--- src/sv/hbe_pkg.sv ---
// shared types and constants for the histogram binning engine
`default_nettype none

package hbe_pkg;

  // item kinds
  typedef enum logic [1:0] {
    KIND_SAMPLE = 2'd0,
    KIND_READ   = 2'd1,
    KIND_CLEAR  = 2'd2
  } kind_t;

  // configuration register indexes
  localparam logic [1:0] REG_RANGE_LOW  = 2'd0;
  localparam logic [1:0] REG_RANGE_HIGH = 2'd1;
  localparam logic [1:0] REG_BINS_USED  = 2'd2;
  localparam logic [1:0] REG_INV_WIDTH  = 2'd3;

  // configuration reset values
  localparam logic [31:0] RANGE_LOW_RST  = 32'h0000_0000;
  localparam logic [31:0] RANGE_HIGH_RST = 32'h0001_0000;
  localparam logic [8:0]  BINS_USED_RST  = 9'd256;
  localparam logic [31:0] INV_WIDTH_RST  = 32'h0100_0000;

  // command queue between front and back
  localparam int QUEUE_DEPTH = 4;
  localparam int QUEUE_PTR_W = $clog2(QUEUE_DEPTH);
  localparam int QUEUE_CNT_W = $clog2(QUEUE_DEPTH + 1);

  // input item
  typedef struct packed {
    logic [1:0]         kind;
    logic signed [31:0] sample;
    logic [7:0]         bin_select;
  } in_item_t;

  // result item
  typedef struct packed {
    logic        in_range;
    logic [31:0] bin_value;
    logic [31:0] total_samples;
  } out_item_t;

  // configuration as seen by the front
  typedef struct packed {
    logic signed [31:0] range_low;
    logic signed [31:0] range_high;
    logic [8:0]         bins_in_use;
    logic [31:0]        inverse_bin_width;
  } cfg_t;

  // classified command handed from front to back
  typedef struct packed {
    kind_t op;
    logic  in_range;
    logic  sel_ok;
  } cmd_t;

endpackage

`default_nettype wire

--- src/sv/hbe_queue.sv ---
// short command fifo between front and back
`default_nettype none

module hbe_queue #(
  parameter int W = 12
) (
  input  wire logic                            clk,
  input  wire logic                            rst,
  input  wire logic                            push,
  input  wire logic [W-1:0]                    din,
  input  wire logic                            pop,
  output logic      [W-1:0]                    dout,
  output logic                                 empty,
  output logic      [hbe_pkg::QUEUE_CNT_W-1:0] count
);

  import hbe_pkg::*;

  logic [W-1:0]           entries [QUEUE_DEPTH];
  logic [QUEUE_PTR_W-1:0] wr_ptr;
  logic [QUEUE_PTR_W-1:0] rd_ptr;

  assign dout  = entries[rd_ptr];
  assign empty = (count == '0);

  // pointers and fill count
  always_ff @(posedge clk) begin
    if (rst) begin
      wr_ptr <= '0;
      rd_ptr <= '0;
      count  <= '0;
    end else begin
      if (push) begin
        wr_ptr <= (wr_ptr == QUEUE_PTR_W'(QUEUE_DEPTH - 1)) ? '0 : wr_ptr + 1'b1;
      end
      if (pop) begin
        rd_ptr <= (rd_ptr == QUEUE_PTR_W'(QUEUE_DEPTH - 1)) ? '0 : rd_ptr + 1'b1;
      end
      unique case ({push, pop})
        2'b10:   count <= count + 1'b1;
        2'b01:   count <= count - 1'b1;
        default: count <= count;
      endcase
    end
  end

  // storage
  always_ff @(posedge clk) begin
    if (push) begin
      entries[wr_ptr] <= din;
    end
  end

endmodule

`default_nettype wire

--- config.mk ---
export PLATFORM = sky130hd
export DESIGN_NAME = hbe_queue
export DESIGN_NICKNAME = d
export VERILOG_FILES = /design/src/sv/hbe_pkg.sv /design/src/sv/hbe_queue.sv
export SDC_FILE = /design/constraint.sdc
export NUM_CORES = 1
export LEC_CHECK = 0
export BUFFER_PORTS_ARGS = -buffer_cell sky130_fd_sc_hd__buf_2
export CAP_MARGIN = 10
export CELL_PAD_IN_SITES_DETAIL_PLACEMENT = 1
export CELL_PAD_IN_SITES_GLOBAL_PLACEMENT = 1
export CORE_MARGIN = 2
export CORE_UTILIZATION = 40
export DETAILED_ROUTE_END_ITERATION = 6
export GPL_TIMING_DRIVEN = 0
export HOLD_SLACK_MARGIN = 0.05
export PLACE_DENSITY = 0.67
export SLEW_MARGIN = 40
export SYNTH_ARGS = -nofsm -noshare
export SYNTH_HDL_FRONTEND = slang
export SYNTH_SLANG_ARGS = --single-unit
--- constraint.sdc ---
create_clock -name clk -period 2.48 [get_ports clk]
set_input_delay 0.124 -clock clk [delete_from_list [all_inputs] [get_ports clk]]
set_output_delay 0.124 -clock clk [all_outputs]
set_load 0.02 [all_outputs]
Yosys cells after proc, flatten, opt, wreduce, memory -nomap -nowiden
Memories as Yosys holds them, arrays and structs flattened. A register that Yosys moved wholly into a read port is not among the register bits.
Cells that the tools add are included.
- muxes and demuxes: 7
- reduce and logical (&&, ||, !) cells: 2
- equality and inequality tests: 4
- $add $sub $neg: 4
- operators with widths (kind ; number):
    2-bit 2-to-1 mux ; 4
    2-bit == test (second input constant) ; 3
    3-bit one-hot mux with 2 select lines ; 1
    2-bit by 1-bit adder with 2-bit output (second input constant) ; 2
    3-bit by 1-bit adder with 3-bit output (second input constant) ; 1
    3-bit logical NOT ; 1
    3-bit by 1-bit subtractor with 3-bit output (second input constant) ; 1
    2-bit by 1-bit == test with 1-bit output (second input constant) ; 1
    1-bit 2-to-1 mux ; 2
    2-bit nonzero test ; 1
- bits in writable memories: 48
- memories: 1
- output and inout bits: 16
- bits in registers: 7
- input bits: 16
- logic and storage cells: 21
- memories (name ; words ; bits a word ; rd ports ; clocked after memory_dff ; wr ports ; RTL line ; source):
    entries ; 4 ; 12 ; 1 ; 1 ; 1 ; hbe_queue.sv:19 ; logic [W-1:0] entries [QUEUE_DEPTH];

Logic depth before layout (Yosys ltp)
- word-level depth: 4
- mapped depth: 7
- gate-level depth less buffers: 7

Worst setup path before layout
Ideal clock, no wire load.
- kind: register to register
- start: reg count[0] (netlist bit)
- end: reg count[2] (netlist bit)
- data required time: 2410 ps
- period minus slack after synthesis: 1628 ps
- path buffers: 0
- cell stages (with the launch flop): 6
- arrival: 1558 ps
- library setup time: 70 ps
- path slack: 852 ps
- cells stage by stage: dfxtp_1 inv_1 fa_1 xor2_1 or3_1 a21oi_1
- longest elaborated chain between the ends: 2
- elaborated cells between the ends (all ways): 3
- classes of those cells: add/sub: 2; mux: 1
- RTL lines (what ; RTL line ; source):
    start, declared ; hbe_queue.sv:14 ; output logic [hbe_pkg::QUEUE_CNT_W-1:0] count
    start signal, assigned ; hbe_queue.sv:40 ; 2'b10: count <= count + 1'b1;
    start signal, assigned ; hbe_queue.sv:41 ; 2'b01: count <= count - 1'b1;
    start signal, assigned ; hbe_queue.sv:42 ; default: count <= count;
    3-bit by 1-bit subtractor with 3-bit output / 3-bit by 1-bit adder with 3-bit output (equally long branches) ; hbe_queue.sv:41, hbe_queue.sv:40 ;
    3-bit one-hot mux with 2 select lines * ; hbe_queue.sv:39 ; unique case ({push, pop})
Every way passes the cells marked *; elsewhere a longest branch is shown, timed or not.
A chain may end at the register's enable or synchronous reset.

==> out/summary.log <==
INFO  pwr            p_leak=1.00nW
INFO  logic_synthesis portion_of_synthesized_cell_area_occupied_by_the_leading_cell_type=0.662
INFO  timing         final_hold_slack=0.133ns
INFO  global_route   grt_use_met2=0.249
INFO  logic_synthesis yosys.area.top_type=sky130_fd_sc_hd__edfxtp_1
INFO  timing         setup-violations-final=0
INFO  cts            tritoncts.num_buffers=9
INFO  die            design.portCount=32
INFO  logic_synthesis netlist_top_cells_count=sky130_fd_sc_hd__edfxtp_1 (48), sky130_fd_sc_hd__mux4_2 (10), sky130_fd_sc_hd__dfxtp_1 (9)
INFO  min_path       min_from=push
INFO  worst_setup_path critPathCaptureType=primary output
INFO  timing         final_period_utilization=0.706
INFO  cells_and_area finalInstanceArea=2730um2
INFO  drt            drt-pass1-iter-count=4
INFO  cells_and_area fin_util=0.527
INFO  min_path       worst_hold_path.num_cells=3
INFO  drt            drt_first_iter_violations=53
INFO  timing         layout_setup_ws=0.729ns
INFO  worst_setup_path setup.reg_to_reg.worst_slack=0.83ns
INFO  status         status=completed
INFO  cells_and_area finalNetCount=187
INFO  placed_design  dp_hpwl=2.49mm
INFO  die            die_width=77.8um
INFO  pwr            worst_ir_drop_vdd=0.489mV
INFO  flow_run       cap_violations=0
INFO  cts            clock_root_cell=sky130_fd_sc_hd__clkbuf_8
INFO  logic_synthesis ys_async_sr_fraction=0
INFO  cts            clock_path_buffers=2
INFO  worst_setup_path worstRegToRegCells=5
INFO  logic_synthesis synth_enable_flop_cells=48
INFO  cells_and_area antennaDiodeCount=0
INFO  global_route   grt_util_met3=0.0605
INFO  global_route   gr-usage-all-layers=0.148
INFO  worst_setup_path timing.critical_path.from_type=flip-flop
INFO  logic_synthesis yosysSeqAreaShare=0.745
INFO  logic_synthesis synth.most_common_cell=sky130_fd_sc_hd__edfxtp_1
INFO  pwr            post-layout-total-power=2.14mW
INFO  worst_setup_path worst-setup-path-type=reg -> out
INFO  placed_design  placedInstanceArea=2420um2
INFO  drt            final_antenna_net_count=0
INFO  drt            vias=1,164
INFO  cells_and_area area_growth_syn_to_layout=25.3%
INFO  placed_design  io_buffers=31
INFO  logic_synthesis post_synth_inst_count=109
INFO  cts            cts_tree=done
INFO  logic_synthesis synthesis.area_per_instance=20.0um2
INFO  timing         report.final.hold_viol_count=0
INFO  cts            worst_setup_hold_path_clk_slew=0.06ns
INFO  cts            tritoncts_num_sinks=57
INFO  timing         fin_tns_setup=0ns
INFO  global_route   global_route.overflow_total=0
INFO  timing         max_slew_margin=0.565
INFO  global_route   largest_net_degree_at_the_start_of_global_routing=13
INFO  worst_setup_path reg2reg_from=count[0]
INFO  worst_setup_path worstReg2RegEnd=count[2]
INFO  logic_synthesis synth.cell_area=2180um2
INFO  cts            post_cts_setup_bufs=0
INFO  logic_synthesis synth_cell_types=18
INFO  placed_design  finalWeightedCongestion=0.645
INFO  timing         timing_worst_slew_pin_value=0.653ns
INFO  die            core=5170um2
INFO  drt            vias_per_cell=4.87
INFO  drt            routed_wirelength=3.93mm
INFO  global_route   grt_antenna_before_repair=0
INFO  timing         drv_slew=0
INFO  cts            ctsHoldBuffers=13
INFO  drt            drc=0
INFO  worst_setup_path critical_path_required=2.36ns
INFO  cells_and_area instances_no_fill=239
INFO  timing         period_needed=1.75ns
INFO  global_route   grt.met1_usage=0.157
INFO  die            die_area=6050um2
INFO  die            initial_utilization=0.421
INFO  logic_synthesis synth.net_count=132
INFO  min_path       hp-class=in -> reg
INFO  cts            worst_skew_pair_later_pin_latency=0.33ns
INFO  worst_setup_path max_fanout_on_critical_path=10
INFO  cts            post_cts_resized=0
INFO  placed_design  post-place-ws=0.753ns
INFO  timing         fmaxAchievable=571MHz
INFO  logic_synthesis ys_warn_count=0
INFO  logic_synthesis synth_area_leaders=sky130_fd_sc_hd__edfxtp_1 (66%), sky130_fd_sc_hd__mux4_2 (10%), sky130_fd_sc_hd__dfxtp_1 (8.3%)
INFO  cells_and_area drive_above_1_share=0.320
INFO  min_path       holdPathEnd=wr_ptr[1]
INFO  global_route   grt.busiest_layer=met2
INFO  logic_synthesis ys_ff_latch=57
INFO  timing         clock-skew-final=0.00415ns
INFO  placed_design  dp_cells=210
INFO  worst_setup_path worst-endpoint-arrival=1.63ns
INFO  pwr            power_density_of_the_placed_cells=785nW/um2
INFO  drt            routedWlPerCell=16.4um
INFO  cts            cts-htree-levels=3
INFO  logic_synthesis ys.flop_type=sky130_fd_sc_hd__edfxtp_1
INFO  die            core.rowCount=26
INFO  die            chipHeight=77.8um
INFO  timing         grt_setup_unrepaired=false
INFO  global_route   vias_in_the_first_global_route=1,268
INFO  global_route   global_route_wire_length_before_repair=6.28mm
## area by class of cell
type | count | area [um2]
Fill cell | 495 | 2440
Sequential cell | 57 | 1620
Tap cell | 70 | 87.6
Timing Repair Buffer | 44 | 285
Buffer | 2 | 16.3
Multi-Input combinational cell | 43 | 513
Inverter | 7 | 26.3
Clock inverter | 5 | 46.3
Clock buffer | 11 | 131
## worst max path at each step
stage | from | endpoint | slack [ns] | cells past startpoint
6_report | flip-flop | dout[5] | 0.73 | 3
5_1_grt | flip-flop | dout[5] | 0.62 | 3
4_1_cts | flip-flop | dout[11] | 0.67 | 3
3_5_place_dp | push | count[2] | 0.75 | 8
3_3_place_gp | push | count[2] | 0.90 | 8
2_1_floorplan | count[0] | count[2] | 0.85 | 5
## flip-flops by register name, summed over array words and instances, names as in the netlist, named ones only
| register | cells |
|---|---|
| entries | 48 |
| count | 3 |
| rd_ptr | 2 |
| wr_ptr | 2 |
## logic make-up (layout without fill, tap and decap cells)
group | after synthesis | after routing | synth area share
mux | 14 | 14 | 0.137
buf+inv | 9 | 69 | 0.0195
xor+xnor | 2 | 2 | 0.00805
compound gates | 5 | 5 | 0.0115
flops | 57 | 57 | 0.745
fa+ha+maj | 7 | 7 | 0.0437
simple gates | 15 | 15 | 0.0356
## routing by layer
layer	vias to the layer above	wire length, um
met4	0	42
met3	6	217
li1	534	-
met1	592	1540
met5	-	0
met2	32	2120
## critical path: stages, from the launching register on
cell	delay, ns
sky130_fd_sc_hd__dfxtp_1	0.39
sky130_fd_sc_hd__buf_6	0.21
sky130_fd_sc_hd__mux4_2	0.52
sky130_fd_sc_hd__buf_2	0.17
## layout by cell type (no fill, tap or decap), types with 2 or more instances in the layout
cell type	instances
sky130_fd_sc_hd__inv_1	7
sky130_fd_sc_hd__mux2i_1	2
sky130_fd_sc_hd__dlygate4sd3_1	13
sky130_fd_sc_hd__nor2_1	7
sky130_fd_sc_hd__mux4_1	2
sky130_fd_sc_hd__clkbuf_1	2
sky130_fd_sc_hd__and2_1	4
sky130_fd_sc_hd__dfxtp_1	9
sky130_fd_sc_hd__xor2_1	2
sky130_fd_sc_hd__mux4_2	10
sky130_fd_sc_hd__edfxtp_1	48
sky130_fd_sc_hd__clkinv_1	3
sky130_fd_sc_hd__a21oi_1	4
sky130_fd_sc_hd__ha_1	6
sky130_fd_sc_hd__clkbuf_8	9
sky130_fd_sc_hd__buf_2	32
sky130_fd_sc_hd__nor3b_1	2
## power by group
| group | total, mW | leakage (nW) | internal [mW] | switching, mW |
|---|---|---|---|---|
| Clock | 0.786 | 0.0898 | 0.452 | 0.334 |
| Combinational | 0.248 | 0.396 | 0.108 | 0.140 |
| Sequential | 1.11 | 0.515 | 1.09 | 0.0212 |
Note: power is estimated with default switching activity, not from simulation.
