`src/sv/hbe_pkg.sv`:
```
// shared types and constants for the histogram binning engine
`default_nettype none

package hbe_pkg;

  // item kinds
  typedef enum logic [1:0] {
    KIND_SAMPLE = 2'd0,
    KIND_READ   = 2'd1,
    KIND_CLEAR  = 2'd2
  } kind_t;

  // configuration register indexes
  localparam logic [1:0] REG_RANGE_LOW  = 2'd0;
  localparam logic [1:0] REG_RANGE_HIGH = 2'd1;
  localparam logic [1:0] REG_BINS_USED  = 2'd2;
  localparam logic [1:0] REG_INV_WIDTH  = 2'd3;

  // configuration reset values
  localparam logic [31:0] RANGE_LOW_RST  = 32'h0000_0000;
  localparam logic [31:0] RANGE_HIGH_RST = 32'h0001_0000;
  localparam logic [8:0]  BINS_USED_RST  = 9'd256;
  localparam logic [31:0] INV_WIDTH_RST  = 32'h0100_0000;

  // command queue between front and back
  localparam int QUEUE_DEPTH = 4;
  localparam int QUEUE_PTR_W = $clog2(QUEUE_DEPTH);
  localparam int QUEUE_CNT_W = $clog2(QUEUE_DEPTH + 1);

  // input item
  typedef struct packed {
    logic [1:0]         kind;
    logic signed [31:0] sample;
    logic [7:0]         bin_select;
  } in_item_t;

  // result item
  typedef struct packed {
    logic        in_range;
    logic [31:0] bin_value;
    logic [31:0] total_samples;
  } out_item_t;

  // configuration as seen by the front
  typedef struct packed {
    logic signed [31:0] range_low;
    logic signed [31:0] range_high;
    logic [8:0]         bins_in_use;
    logic [31:0]        inverse_bin_width;
  } cfg_t;

  // classified command handed from front to back
  typedef struct packed {
    kind_t op;
    logic  in_range;
    logic  sel_ok;
  } cmd_t;

endpackage

`default_nettype wire

```
`src/sv/hbe_front.sv`:
```
// front: accepts items, range checks samples and computes the bin index
`default_nettype none

module hbe_front #(
  parameter int BINS = 256
) (
  input  wire logic                            clk,
  input  wire logic                            rst,
  input  wire logic                            start,
  input  wire hbe_pkg::in_item_t               item,
  output logic                                 busy,
  input  wire hbe_pkg::cfg_t                   cfg,
  input  wire logic                            sweeping,
  input  wire logic [hbe_pkg::QUEUE_CNT_W-1:0] q_count,
  output logic                                 push,
  output hbe_pkg::cmd_t                        cmd,
  output logic      [$clog2(BINS)-1:0]         addr
);

  import hbe_pkg::*;

  localparam int AW = $clog2(BINS);

  logic                 accept;
  logic [QUEUE_CNT_W:0] pending;
  logic                 hit_c;
  logic [31:0]          diff_c;

  // stage a
  logic        a_valid;
  logic [1:0]  a_kind;
  logic        a_in_range;
  logic [31:0] a_diff;
  logic [7:0]  a_sel;

  // stage b
  logic [63:0] prod;
  logic        b_valid;
  logic [1:0]  b_kind;
  logic        b_in_range;
  logic [31:0] b_idx;
  logic [7:0]  b_sel;

  // clamp
  logic [31:0]   n_raw;
  logic [31:0]   n_eff;
  logic [31:0]   last_bin;
  logic [AW-1:0] bin_addr;

  // hold off when queued plus in-flight items could fill the queue
  assign pending = (QUEUE_CNT_W + 1)'(q_count) + (QUEUE_CNT_W + 1)'(a_valid)
                 + (QUEUE_CNT_W + 1)'(b_valid);
  assign busy    = sweeping || (pending >= (QUEUE_CNT_W + 1)'(QUEUE_DEPTH));
  assign accept  = start && !busy;

  // range check and offset from the lower edge
  assign hit_c  = ($signed(cfg.range_low) <= $signed(item.sample))
               && ($signed(item.sample) <= $signed(cfg.range_high));
  assign diff_c = item.sample - cfg.range_low;

  always_ff @(posedge clk) begin
    if (rst) begin
      a_valid <= 1'b0;
      b_valid <= 1'b0;
    end else begin
      a_valid <= accept;
      b_valid <= a_valid;
    end
  end

  always_ff @(posedge clk) begin
    a_kind     <= item.kind;
    a_in_range <= hit_c;
    a_diff     <= diff_c;
    a_sel      <= item.bin_select;
  end

  // scale offset by bins per unit, keep the integer part
  assign prod = {32'd0, a_diff} * {32'd0, cfg.inverse_bin_width};

  always_ff @(posedge clk) begin
    b_kind     <= a_kind;
    b_in_range <= a_in_range;
    b_idx      <= prod[63:32];
    b_sel      <= a_sel;
  end

  // effective bin count and clamp into the last bin in use
  assign n_raw    = (cfg.bins_in_use == 9'd0) ? 32'd1 : 32'(cfg.bins_in_use);
  assign n_eff    = (n_raw > 32'(BINS)) ? 32'(BINS) : n_raw;
  assign last_bin = n_eff - 32'd1;
  assign bin_addr = (b_idx >= n_eff) ? AW'(last_bin) : AW'(b_idx);

  // hand the classified command to the queue
  assign push         = b_valid;
  assign cmd.op       = kind_t'(b_kind);
  assign cmd.in_range = b_in_range;
  assign cmd.sel_ok   = (32'(b_sel) < 32'(BINS));
  assign addr         = (b_kind == KIND_READ) ? AW'(b_sel) : bin_addr;

endmodule

`default_nettype wire

```
`config.mk`:
```
export PLATFORM = sky130hd
export DESIGN_NAME = hbe_front
export DESIGN_NICKNAME = d
export VERILOG_FILES = /design/src/sv/hbe_pkg.sv /design/src/sv/hbe_front.sv
export SDC_FILE = /design/constraint.sdc
export NUM_CORES = 2
export LEC_CHECK = 0
export BUFFER_PORTS_ARGS = -buffer_cell sky130_fd_sc_hd__buf_2
export CAP_MARGIN = 25
export CORE_MARGIN = 4
export CORE_UTILIZATION = 55
export CTS_CLUSTER_DIAMETER = 80
export CTS_CLUSTER_SIZE = 12
export DETAILED_ROUTE_END_ITERATION = 6
export PLACE_DENSITY = 0.82
export SYNTH_ARGS = -nofsm -noshare
export SYNTH_HDL_FRONTEND = slang
export SYNTH_SLANG_ARGS = --single-unit
export TNS_END_PERCENT = 5
```
`constraint.sdc`:
```
create_clock -name clk -period 13.2 [get_ports clk]
set_input_delay 0 -clock clk [delete_from_list [all_inputs] [get_ports clk]]
set_output_delay 0 -clock clk [all_outputs]
set_load 0.02 [all_outputs]
```
# Word-level counts from Yosys, hierarchy flattened

Index checks and enable logic that the tools add are counted.

Register bits: 88

$add $sub $neg: 4
Multiply operators: 1
Order comparisons: 5
Equal/unequal tests: 1
Multiplexer cells: 4
Reduce and logical (&&, ||, !) cells: 5

Operators by type and width:

| operator                                                           | number |
|---|---|
| <= comparator 32 bit                                               | 2 |
| multiplier 32 x 32 -> 64 bit                                       | 1 |
| greater-or-equal comparator 32 x 9 -> 1 bit                        | 1 |
| subtractor 32 bit                                                  | 1 |
| 2-to-1 mux 9 bit                                                   | 2 |
| 2-to-1 mux 8 bit                                                   | 2 |
| > comparator 9 bit (second input constant)                         | 1 |
| zero test 9 bit                                                    | 1 |
| subtractor 8 x 1 -> 8 bit (second input constant)                  | 1 |
| adder 3 x 1 -> 4 bit                                               | 1 |
| adder 4 x 1 -> 4 bit                                               | 1 |
| greater-or-equal comparator 4 x 3 -> 1 bit (second input constant) | 1 |
| == test 2 x 1 -> 1 bit (second input constant)                     | 1 |
| logical AND 1 bit                                                  | 2 |
| zero test 1 bit                                                    | 1 |
| logical OR 1 bit                                                   | 1 |

# Depth between registers and ports, before layout

Depth after elaboration: 7
Gate-level depth with buffers: 27
Mapped depth without buffers: 25

# Worst setup path before layout

Ideal clock, no wire load.

Path kind: register to register
From: register a_diff[31]
To: register b_idx[27]
Setup time: 64 ps
Arrival: 7037 ps
Path slack: 6099 ps
Cell stages (with the launch flop): 25
Clock period less this slack: 7101 ps
Cell sequence: dfxtp_1 clkbuf_1 nand2_1 fa_1 inv_1 fa_1 fa_1 inv_1 fa_1 inv_1 fa_1 fa_1 fa_1 inv_1 fa_1 inv_1 ha_1 clkbuf_1 nand3_1 o41ai_1 o211ai_1 o21ai_1 a21oi_1 or4b_2 nand4_1

Cells in the longest elaborated chain, start to end: 1

RTL lines:

| item                         | RTL line        | text |
|---|---|---|
| from (decl)                  | hbe_front.sv:33 | `logic [31:0] a_diff;` |
| from (signal assigned)       | hbe_front.sv:74 | `a_diff <= diff_c;` |
| multiplier 32 x 32 -> 64 bit | hbe_front.sv:79 | `assign prod = {32'd0, a_diff} * {32'd0, cfg.inverse_bin_width};` |
| named net prod[59]           | hbe_front.sv:37 | `logic [63:0] prod;` |
| to (signal assigned)         | hbe_front.sv:84 | `b_idx <= prod[63:32];` |
| to (decl)                    | hbe_front.sv:41 | `logic [31:0] b_idx;` |

The timed path passes the listed nets, and every way through them passes these cells.
A chain may end at the register's enable or synchronous reset.

# Worst setup path after layout

From: register a_diff[7]
To: register b_idx[27]

Same word-level chain as after synthesis.

==> summary.md <==
| Metric | Value |
|---|---|
| # setup viols final | `0` |
| Gp weighted congestion | `0.923` |
| Yosys Warn Count | `0` |
| Routed WL per cell | `approximately 20 um` |
| Worst EP arrival | `about 9 ns` |
| FF-to-FF path depth | `23` |
| Worst Max-Slew Pin Slew | `between 0.9 and 1 ns` |
| Syn Inst Count | `between 4,000 and 5,000` |
| Largest fanout on the critical path | `32` |
| Gr usage total | `0.276` |
| Multi-input gate area | `about 31,000 um^2` |
| Area of the core | `just under 70,000 um^2` |
| Root buffer cell | `clkbuf_16` |
| Number of synthesized flops with an enable pin | `0` |
| Slew Viols, Final | `0` |
| Outcome | `finished, final reports clean` |
| WP data required | `13.52 ns` |
| Num rows | `95` |
| Share of layout cells above drive strength 1 | `0.0556` |
| # resized after CTS | `0` |
| RR Endpoint | `b_idx[27]` |
| Register area share after synthesis | `0.0469` |
| Worst Hold Class | `in2reg` |
| Count of buffers from port buffering | `166` |
| Met1 Wirelength | `35,400 um` |
| Largest net degree at the start of global routing | `33` |
| Synth Flop Type | `dfxtp_1` |
| Hold Vio Cnt, Final | `0` |
| Register Area | `about 1800 um^2` |
| Initial Util | `0.558` |
| Antenna-violating nets left | `0` |
| RSZ-0062 raised after global routing | `no` |
| Met2 Wirelength | `between 40,000 and 50,000 um` |
| Global-route wire length before repair | `~160,000 um` |
| Die width | `~270 um` |
| HP Start | `item[9]` |
| Tcrit/Tclk final | `0.649` |
| Worst hold endpoint | `a_diff[1]` |
| Area delta synth->final | `4.95%` |
| Hold path depth | `4` |
| Htree depth | `3` |
| Yosys cell types | `66` |
| Via count | `about 29,000` |
| Max-cap viol count | `0` |
| Slew margin rel. | `0.393` |
| Total Neg Setup Slack | `0 ns` |
| Clock sink total | `a little under 90` |
| #FFs+latches synth | `88` |
| Post-Route WL | `about 98,000 um` |
| Avg Inst Size Synth | `9.06 um^2` |
| Fraction of registers with async set/reset | `0` |
| Metal3 WL | `around 7900 um` |
| Top sig layer | `met4` |
| DRC | `0` |
| CTS tree | `yes` |
| GRT Residual Overflow | `0` |
| First-pass DRT Iterations | `5` |
| Max Root-Sink Buffers | `2` |
| Final net count | `5,556` |
| Syn nets | `between 5,000 and 6,000` |
| Reg2reg start | `a_diff[7]` |
| CTS Buf Count | `9` |
| Detailed placement HPWL | `75,100 um` |
| Ports | `~170` |
| Final Skew | `~0.028 ns` |
| Total die area | `slightly above 70,000 um^2` |
| Clk_lat worst skew | `about 0.40 ns` |
| CP startpoint kind | `flip-flop` |
| R2r setup slk | `about 4.6 ns` |
| Post-DR vias/cell | `about 5.6` |
| Mapped Area | `between 30,000 and 40,000 um^2` |
| Vias in the first global route | `around 31,000` |
| 1st-iter DRT viols | `between 2,000 and 2,500` |
| Antenna violations before repair | `6` |
| Setup crit end kind | `flip-flop` |
| Chip height | `269 um` |
| Fmax | `between 100 and 150 MHz` |
| Clock-pin slew on the worst setup and hold paths | `~0.09 ns` |
| Crit Path Category | `reg2reg` |
| Min Tclk post-route | `around 8.6 ns` |
| Fillers | `between 5,000 and 6,000` |
[routing by layer]
metal / track usage / vias to the layer above
met5: 0 / -
met4: 0.147 / 0
met3: 0.0388 / 396
met2: 0.478 / 1337
met1: 0.335 / 14500
li1: - / 12300
[cell families after synthesis]
logic type,after synthesis,synth area share
xor gates and xnor gates,63,0.0147
buffers and inverters,1151,0.115
other,1,0.0000998
adders and majority gates,1231,0.589
muxes,11,0.00296
DFF,88,0.0469
AOI/OAI and AO/OA,315,0.0537
and+or+nand+nor,1289,0.178
[layout make-up]
class                           instances  area share
Multi-Input combinational cell       2910       0.798
Inverter                              944      0.0898
Sequential cell                        88      0.0447
Timing Repair Buffer                  218      0.0320
Tap cell                              873      0.0277
Clock buffer                           10     0.00580
Clock inverter                          6     0.00130
Antenna cell                            3    0.000190
[metrics by stage]
stage / hold WS, ns / std cells / instance area, um^2 / setup WS, ns / utilization
final: 0.0157 / 5052 / 39400 / 4.63 / 0.585
after global routing: 0.0310 / 5052 / 39400 / 4.36 / 0.585
after global placement: 0.102 / 5016 / 39000 / 4.93 / 0.578
after detailed placement: 0.104 / 5016 / 39000 / 4.85 / 0.578
after CTS: 0.00672 / 5049 / 39400 / 4.78 / 0.585
after floorplan: 0.0277 / 4149 / 37600 / 6.10 / -
[how the worst max path moves through the flow]
stage,start,endpoint,cells after the start
floorplan,a_diff[31],b_idx[27],24
global placement,a_diff[7],b_idx[27],23
detailed placement,a_diff[7],b_idx[27],23
CTS,a_diff[7],b_idx[27],23
global route,a_diff[7],b_idx[27],23
finish,a_diff[7],b_idx[27],23
[worst max-delay path, cell delays in order, from the launching register on]
cell and delay, ns:
dfxtp_1 0.32, buf_4 0.38, nand2_1 0.16, fa_1 0.56
inv_1 0.06, fa_1 0.49, inv_1 0.05, fa_1 0.55
inv_1 0.05, fa_1 0.47, fa_1 0.52, fa_1 0.46
fa_1 0.52, fa_1 0.42, ha_1 0.47, inv_1 0.10
nor3_1 0.36, nor2_1 0.22, o41ai_1 0.74, o211ai_1 0.19
o21ai_1 0.42, a21oi_1 0.22, or4b_2 0.66, nand4_1 0.08
[cells in the mapped netlist, types with 3 or more instances]
cell | count | area share
a2111oi_0 | 3 | 0.00070
a211o_1 | 3 | 0.00070
a211oi_1 | 9 | 0.0018
a21o_1 | 49 | 0.0098
a21oi_1 | 104 | 0.014
a221oi_1 | 5 | 0.0012
a31oi_1 | 10 | 0.0017
and2_1 | 614 | 0.10
and3_1 | 9 | 0.0015
and4_1 | 4 | 0.00093
clkbuf_1 | 203 | 0.020
dfxtp_1 | 88 | 0.047
fa_1 | 896 | 0.48
ha_1 | 335 | 0.11
inv_1 | 944 | 0.094
mux2i_1 | 10 | 0.0027
nand2_1 | 497 | 0.050
nand2b_1 | 11 | 0.0018
nand3_1 | 26 | 0.0035
nand4_1 | 19 | 0.0032
nor2_1 | 47 | 0.0047
nor2b_1 | 14 | 0.0023
nor3_1 | 20 | 0.0027
nor3b_1 | 3 | 0.00060
nor4_1 | 11 | 0.0018
o211ai_1 | 15 | 0.0030
o21a_1 | 12 | 0.0024
o21ai_0 | 54 | 0.0072
o21bai_1 | 17 | 0.0034
o31ai_1 | 7 | 0.0014
o41ai_1 | 3 | 0.00070
or3_1 | 4 | 0.00067
xnor2_1 | 40 | 0.0093
xor2_1 | 23 | 0.0054
[timing repair]
action	4_1_cts	5_1_grt
hold buffers	17	0
endpoints found under the hold margin	15	0
setup buffers	0	0
[registers in the layout (all words and copies together), names as in the netlist]
signal      cells
b_kind          2
push            1
b_sel           8
b_in_range      1
a_sel           8
a_in_range      1
b_idx          32
a_valid         1
a_diff         32
a_kind          2
[cell usage in the layout (no fill, tap or decap), drive strengths merged, types with 17 or more instances in the layout]
cell	instances
nand4	19
o21ai	55
ha	335
buf	201
xor2	23
a21o	50
dlygate4sd3	17
nor3	20
dfxtp	88
nand3	26
xnor2	40
inv	946
and2	614
a21oi	105
fa	896
o21bai	17
nor2	47
nand2	497
Power is left out: the tool's default activity adds up to more than one toggle a clock period on the data nets, which glitch-free logic cannot reach.
